==> src/triangle_list_hit_test_macros.svh <==
// Assertion macros used by the triangle hit test controller.
`ifndef TRIANGLE_LIST_HIT_TEST_MACROS_SVH
`define TRIANGLE_LIST_HIT_TEST_MACROS_SVH

// Same-cycle implication, checked outside reset.
`define TLHT_ASSERT_NOW(label, clk, rst, ante, cons, msg) \
   label: assert property (@(posedge clk) disable iff (rst) (ante) |-> (cons)) \
      else $error(msg);

// Next-cycle implication, checked outside reset.
`define TLHT_ASSERT_NEXT(label, clk, rst, ante, cons, msg) \
   label: assert property (@(posedge clk) disable iff (rst) (ante) |=> (cons)) \
      else $error(msg);

`endif

==> src/tlht_pkg.sv <==
// Shared constants, types and command/status structs of the triangle hit tester.
`default_nettype none
package tlht_pkg;
   localparam int MAX_TRIANGLES = 256;
   localparam int COORD_BITS    = 16;
   localparam int IDX_BITS      = $clog2(MAX_TRIANGLES);
   localparam int CNT_BITS      = 9;
   localparam int SLOT_BITS     = 8;
   localparam int CORNER_BITS   = 2;
   localparam int DIFF_BITS     = COORD_BITS + 1;
   localparam int PROD_BITS     = 2 * DIFF_BITS;
   localparam int CROSS_BITS    = PROD_BITS + 1;
   localparam int DOT_BITS      = 2 * CROSS_BITS;
   localparam int SUM_BITS      = DOT_BITS + 2;

   localparam logic MODE_LOAD  = 1'b0;
   localparam logic MODE_QUERY = 1'b1;

   localparam logic [CORNER_BITS-1:0] CORNER_A = 2'd0;
   localparam logic [CORNER_BITS-1:0] CORNER_B = 2'd1;
   localparam logic [CORNER_BITS-1:0] CORNER_C = 2'd2;

   typedef logic [1:0] side_type;
   localparam side_type SIDE_BC = 2'd0;  // edge B-C, opposite vertex A
   localparam side_type SIDE_AC = 2'd1;  // edge A-C, opposite vertex B
   localparam side_type SIDE_AB = 2'd2;  // edge A-B, opposite vertex C

   typedef struct packed {
      logic signed [COORD_BITS-1:0] x;
      logic signed [COORD_BITS-1:0] y;
      logic signed [COORD_BITS-1:0] z;
   } vert_type;

   typedef struct packed {
      logic                load_point;
      logic                wr_en;
      logic                rd_en;
      logic [IDX_BITS-1:0] rd_index;
      logic                issue;
      side_type            side;
      logic                first;
      logic                last;
   } cmd_type;

   typedef struct packed {
      logic done;
      logic pass;
   } stat_type;
endpackage
`default_nettype wire

==> src/tlht_control.sv <==
// Controller of the triangle hit tester: handshakes, count register and scan sequencing.
`default_nettype none
`include "triangle_list_hit_test_macros.svh"
module tlht_control (
   input  wire logic                                clock,
   input  wire logic                                reset,
   input  wire logic                                req_valid,
   output logic                                     req_ready,
   input  wire logic                                req_mode,
   input  wire logic [tlht_pkg::SLOT_BITS-1:0]      req_slot,
   input  wire logic [tlht_pkg::CORNER_BITS-1:0]    req_corner,
   output logic                                     rsp_valid,
   input  wire logic                                rsp_ready,
   output logic                                     rsp_hit,
   output logic [tlht_pkg::SLOT_BITS-1:0]           rsp_hit_index,
   input  wire logic                                csr_valid,
   output logic                                     csr_ready,
   input  wire logic [tlht_pkg::CNT_BITS-1:0]       csr_triangle_count,
   output tlht_pkg::cmd_type                        cmd,
   input  wire tlht_pkg::stat_type                  stat
);
   typedef enum logic [2:0] {ST_IDLE, ST_READ, ST_ISSUE, ST_WAIT, ST_FINISH} state_type;

   localparam logic [tlht_pkg::CNT_BITS-1:0] MAX_COUNT =
      tlht_pkg::CNT_BITS'(tlht_pkg::MAX_TRIANGLES);

   state_type                      state_ff;
   logic [tlht_pkg::CNT_BITS-1:0]  count_ff, limit_ff, next_index;
   logic [tlht_pkg::IDX_BITS-1:0]  index_ff;
   tlht_pkg::side_type             side_ff;
   logic                           hit_ff, rsp_valid_ff, rsp_hit_ff;
   logic [tlht_pkg::SLOT_BITS-1:0] rsp_index_ff;
   logic                           req_take, rsp_free;

   assign req_ready  = (state_ff == ST_IDLE);
   assign req_take   = req_valid && req_ready;
   assign csr_ready  = 1'b1;
   assign rsp_free   = !rsp_valid_ff || rsp_ready;
   assign next_index = tlht_pkg::CNT_BITS'(index_ff) + 1'b1;

   always_comb begin
      cmd            = '0;
      cmd.load_point = req_take && req_mode == tlht_pkg::MODE_QUERY;
      cmd.wr_en      = req_take && req_mode == tlht_pkg::MODE_LOAD
                       && req_corner <= tlht_pkg::CORNER_C
                       && tlht_pkg::CNT_BITS'(req_slot) < MAX_COUNT;
      cmd.rd_en      = (state_ff == ST_READ);
      cmd.rd_index   = index_ff;
      cmd.issue      = (state_ff == ST_ISSUE);
      cmd.side       = side_ff;
      cmd.first      = (side_ff == tlht_pkg::SIDE_BC);
      cmd.last       = (side_ff == tlht_pkg::SIDE_AB);
   end

   always_ff @(posedge clock) begin
      if (reset) begin
         state_ff     <= ST_IDLE;
         count_ff     <= '0;
         rsp_valid_ff <= 1'b0;
         limit_ff     <= '0;
         index_ff     <= '0;
         side_ff      <= tlht_pkg::SIDE_BC;
         hit_ff       <= 1'b0;
         rsp_hit_ff   <= 1'b0;
         rsp_index_ff <= '0;
      end else begin
         if (csr_valid && csr_ready) count_ff <= csr_triangle_count;
         // In the finish state the output register is refilled instead.
         if (rsp_valid_ff && rsp_ready && state_ff != ST_FINISH) rsp_valid_ff <= 1'b0;
         unique case (state_ff)
            ST_IDLE: begin
               if (cmd.load_point) begin
                  limit_ff <= (count_ff > MAX_COUNT) ? MAX_COUNT : count_ff;
                  index_ff <= '0;
                  hit_ff   <= 1'b0;
                  state_ff <= (count_ff == '0) ? ST_FINISH : ST_READ;
               end
            end
            ST_READ: begin
               side_ff  <= tlht_pkg::SIDE_BC;
               state_ff <= ST_ISSUE;
            end
            ST_ISSUE: begin
               if (side_ff == tlht_pkg::SIDE_AB) begin
                  state_ff <= ST_WAIT;
               end else begin
                  side_ff <= side_ff + 2'd1;
               end
            end
            ST_WAIT: begin
               if (stat.done) begin
                  if (stat.pass) begin
                     hit_ff   <= 1'b1;
                     state_ff <= ST_FINISH;
                  end else if (next_index == limit_ff) begin
                     state_ff <= ST_FINISH;
                  end else begin
                     index_ff <= next_index[tlht_pkg::IDX_BITS-1:0];
                     state_ff <= ST_READ;
                  end
               end
            end
            ST_FINISH: begin
               if (rsp_free) begin
                  rsp_valid_ff <= 1'b1;
                  rsp_hit_ff   <= hit_ff;
                  rsp_index_ff <= hit_ff ? tlht_pkg::SLOT_BITS'(index_ff) : '0;
                  state_ff     <= ST_IDLE;
               end
            end
            default: state_ff <= ST_IDLE;
         endcase
      end
   end

   assign rsp_valid     = rsp_valid_ff;
   assign rsp_hit       = rsp_hit_ff;
   assign rsp_hit_index = rsp_index_ff;

   `TLHT_ASSERT_NOW(a_done_in_wait, clock, reset, stat.done, state_ff == ST_WAIT, "edge result outside wait")
   `TLHT_ASSERT_NOW(a_index_in_range, clock, reset, state_ff == ST_READ, tlht_pkg::CNT_BITS'(index_ff) < limit_ff, "scan index past count")
   `TLHT_ASSERT_NEXT(a_query_starts, clock, reset, cmd.load_point, state_ff != ST_IDLE, "query item did not start a scan")
endmodule
`default_nettype wire

==> config.mk <==
export PLATFORM = sky130hd
export DESIGN_NAME = tlht_control
export DESIGN_NICKNAME = d
export VERILOG_FILES = /design/src/tlht_pkg.sv /design/src/tlht_control.sv
export VERILOG_INCLUDE_DIRS = /design/src /design/src/src
export SDC_FILE = /design/constraint.sdc
export NUM_CORES = 1
export LEC_CHECK = 0
export BUFFER_PORTS_ARGS = -buffer_cell sky130_fd_sc_hd__buf_2
export CAP_MARGIN = 0
export CORE_MARGIN = 2
export CORE_UTILIZATION = 45
export CTS_BUF_LIST = sky130_fd_sc_hd__clkbuf_2
export CTS_CLUSTER_SIZE = 8
export DETAILED_ROUTE_END_ITERATION = 10
export PLACE_DENSITY = 0.7
export SLEW_MARGIN = 10
export SYNTH_ARGS = -nofsm -noshare
export SYNTH_HDL_FRONTEND = slang
export SYNTH_SLANG_ARGS = --single-unit
==> constraint.sdc <==
create_clock -name clock -period 3.7 [get_ports clock]
set_input_delay 0.185 -clock clock [delete_from_list [all_inputs] [get_ports clock]]
set_output_delay 0.185 -clock clock [all_outputs]
set_load 0.05 [all_outputs]
==> key figures <==
Run status
  • Status: complete, no violations

Critical path
  • Critical Path Sink Type: flop
  • Setup Crit Path Kind: reg -> reg
  • Reg2Reg Setup Slack: 0.92 ns
  • Crit-path max FO: 8
  • Worst path most repeated cell: nand4b_1
  • Crit start category: flop
  • CP peak stage delay: 0.55 ns
  • Worst Path Required: 4.04 ns
  • CP Cell Sequence: ha_1 > nand3_2 > or4_1 > nand4b_1 > a211oi_2 > a2111oi_1 > nand4b_1 > a31oi_1
  • CP arrival: 3.11 ns
  • Reg2reg start: index_ff[0]
  • Reg2reg path depth: 8
  • CP top delay family: simple AND/OR/NAND/NOR gates
  • Reg2Reg Capture Point: index_ff[2]
  • WP buf/inv: 0
  • Slowest-stage cell, CP: a2111oi_1

Yosys
  • Synth Net Count: 293
  • Syn Area/Cell: 8.035 sq um
  • Compound-Gate Fraction of Synth Area: 15.63%
  • Post-synthesis adder-cell area fraction: 1.776%
  • Mapped cell area: 0.002113 sq mm
  • Synth Area in XOR/XNOR: 4.559%
  • Syn Inst Count: 263
  • Largest cells by area after synthesis: dfxtp_1 (40%), nor2_1 (6.4%), a21oi_1 (5.9%), mux2i_1 (5.2%), nand2_1 (5.0%)
  • Register area share after synthesis: 39.79%
  • Main flop type after synthesis: dfxtp_1
  • Post-Synth Simple-Gate Area: 27.47%
  • Asr flop ratio synth: 0%
  • Number of synthesized flops with an enable pin: 0
  • #FFs+latches synth: 42
  • Largest family of logic cells by synthesized area: simple AND/OR/NAND/NOR gates
  • Top cell type's share of synthesized area: 39.79%
  • Post-synthesis mux area share: 5.210%
  • Most common cell in the synthesized netlist: dfxtp_1
  • Synth warnings: 0
  • Top cells by count, synth: dfxtp_1 (42), nor2_1 (36), nand2_1 (28)
  • Area leader, netlist: dfxtp_1
  • Unique cell type count in the Yosys netlist: 45

Global routing
  • Grt total ovfl: 0
  • First-pass GRT wire length: 7783 um
  • Grt met1 use: 22.32%
  • GRT met3 Usage: 4.583%
  • Layer with the highest usage: met2
  • Met2 usage: 30.81%
  • Initial antenna violation count: 0
  • Gr usage total: 18.29%
  • Number of global-route vias before repair: 1,778
  • Pin count of the biggest net entering global routing: 39

Placement
  • DP Cell Count: 342
  • DP Wirelength: 3235 um
  • Placed inst area: 0.002327 sq mm
  • PortBufs: 45
  • GP Congestion: 0.8263

Floorplanning
  • Row count: 24
  • IO Pins: 55
  • Die width: 72.53 um
  • Die Span Y: 72.53 um
  • Initial Utilization: 47.55%
  • Die area: 0.005261 sq mm
  • Core box area: 0.004444 sq mm

CTS
  • CTS tree: yes
  • Clk sinks: 42
  • Insertion delay to the later sink of the worst-skew pair: 0.40 ns
  • Post-CTS Setup Inserts: 0
  • Root Buffer: clkbuf_2
  • Clock Tree Buf Depth: 2
  • Reg clk slew, reported paths: 0.21 ns
  • CTS Buf Count: 5
  • CTS H-tree depth: 2

Timing
  • Skew final: 0.01218 ns
  • Fin crit period: 2.776 ns
  • Slew headroom: 54.56%
  • Setup_tns: 0 ns
  • RSZ-0062 raised after global routing: no
  • Hold Fails Final Rpt: 0
  • Final-report max-slew violation count: 0
  • Tcrit/Tclk final: 75.04%
  • Worst-Margin Slew: 0.6796 ns
  • Final setup viols: 0
  • Fmax: 360.2 MHz

Power
  • Sequential share of power: 54.7%
  • PD cells: 354.0 mW/mm^2
  • Leakage: 1.010 nW
  • Max VDD drop: 161.8 uV
  • Net Sw Frac: 28.30%
  • Switching component of the power: 0.2479 mW
  • Clk network pwr share: 30.3%
  • Combinational power share: 15.0%
  • Pint: 0.6281 mW
  • Total power draw: 0.8760 mW

Finish
  • Share of post-route cells with drive strength above 1: 19.28%
  • Fillers: 453
  • Area Overhead vs Synth: 17.11%
  • Post-route insts no fill: 358
  • Ant diodes: 0
  • Layout Utilization: 55.69%
  • Fin nets: 335
  • Finished Cell Area: 0.002475 sq mm

Min path
  • Hold Crit Class: in -> reg
  • Hold path depth: 3
  • Hold path startpoint: csr_triangle_count[0]
  • Hold Path Sink: count_ff[0]

Routing
  • Remaining antenna violation count: 0
  • Drt initial violations: 114
  • DRC violation count after routing: 0
  • Iteration count of the initial detailed-routing pass: 4
  • DRT Wirelength: 4566 um
  • Vias/cell: 5.483
  • WL per Instance: 12.75 um
  • Vias post-DR: 1,963

Flow run
  • Maxcap violations: 0
[metrics by stage]
stage	hold slack [ns]	setup WS, ns
floorplan	0.3326	0.8443
global placement	0.4201	1.042
detailed placement	0.4272	1.007
CTS	0.007843	0.9469
global route	0.02161	0.6926
finish	0.01916	0.9236
[sequential cells by signal, indices dropped and copies added (netlist names)]
signal	count
index_ff	8
rsp_valid	1
rsp_hit	1
state_ff	3
rsp_hit_index	8
hit_ff	1
count_ff	9
side_ff	2
limit_ff	9
[per-layer routing]
layer  vias to the layer above  wire length (um)
met2                        40              2132
li1                       1010                 -
met3                         8               183
met1                       905              2191
met5                         -                 0
met4                         0                59
[worst max-delay path by stage]
stage,from,to,slack [ns],cells after the start
final,index_ff[0],index_ff[2],0.92,8
after global routing,index_ff[0],index_ff[2],0.69,8
after CTS,index_ff[0],index_ff[7],0.95,8
after detailed placement,index_ff[0],index_ff[7],1.01,8
after global placement,index_ff[0],index_ff[7],1.04,8
after floorplan,state_ff[1],limit_ff[8],0.84,6
[timing repair]
item | CTS | global route
hold buffers | 8 | 0
hold endpoints to repair | 8 | 0
resized for setup | 0 | 0
[cell type report]
| class | count | area, sq um | area share [%] |
|---|---|---|---|
| Sequential cell | 42 | 840.8 | 33.97 |
| Clock buffer | 6 | 30.03 | 1.213 |
| Tap cell | 52 | 65.06 | 2.629 |
| Inverter | 10 | 37.54 | 1.517 |
| Multi-Input combinational cell | 193 | 1159 | 46.81 |
| Timing Repair Buffer | 53 | 305.3 | 12.34 |
| Clock inverter | 2 | 37.54 | 1.517 |
[worst min-delay path, cell delays in order]
cell,delay (ns)
buf_2,0.07
mux2i_1,0.06
nor2_1,0.07
[cell families after synthesis]
family / after synthesis
other: 1
multiplexers: 11
AND/OR/NAND/NOR: 116
AO/OA/AOI/OAI: 51
adder cells (fa/ha/maj): 3
flip-flops: 42
buffers and inverters: 28
XOR/XNOR: 11
[power by group through the flow]
stage / registers [mW] / clock network (mW) / logic, mW
CTS: 0.480 / 0.275 / 0.131
detailed placement: 0.489 / 0 / 0.125
floorplan: 0.487 / 0 / 0.0959
global route: 0.482 / 0.290 / 0.143
global placement: 0.488 / 0 / 0.124
finish: 0.479 / 0.265 / 0.132
[cell usage in the layout (no fill, tap or decap), types with 3 or more instances in the layout]
cell type,count
a21oi_1,25
buf_2,45
clkbuf_2,6
dfxtp_1,42
dlygate4sd3_1,8
ha_1,3
inv_1,10
mux2i_1,11
nand2_1,28
nand2b_1,3
nand3_1,14
nor2_1,36
nor3_1,3
nor3b_1,11
nor4_1,4
o211ai_1,3
o21ai_0,5
o22ai_1,4
or3_1,3
xnor2_1,8
xor2_1,3
No activity file was read; power rests on OpenSTA's default activity.
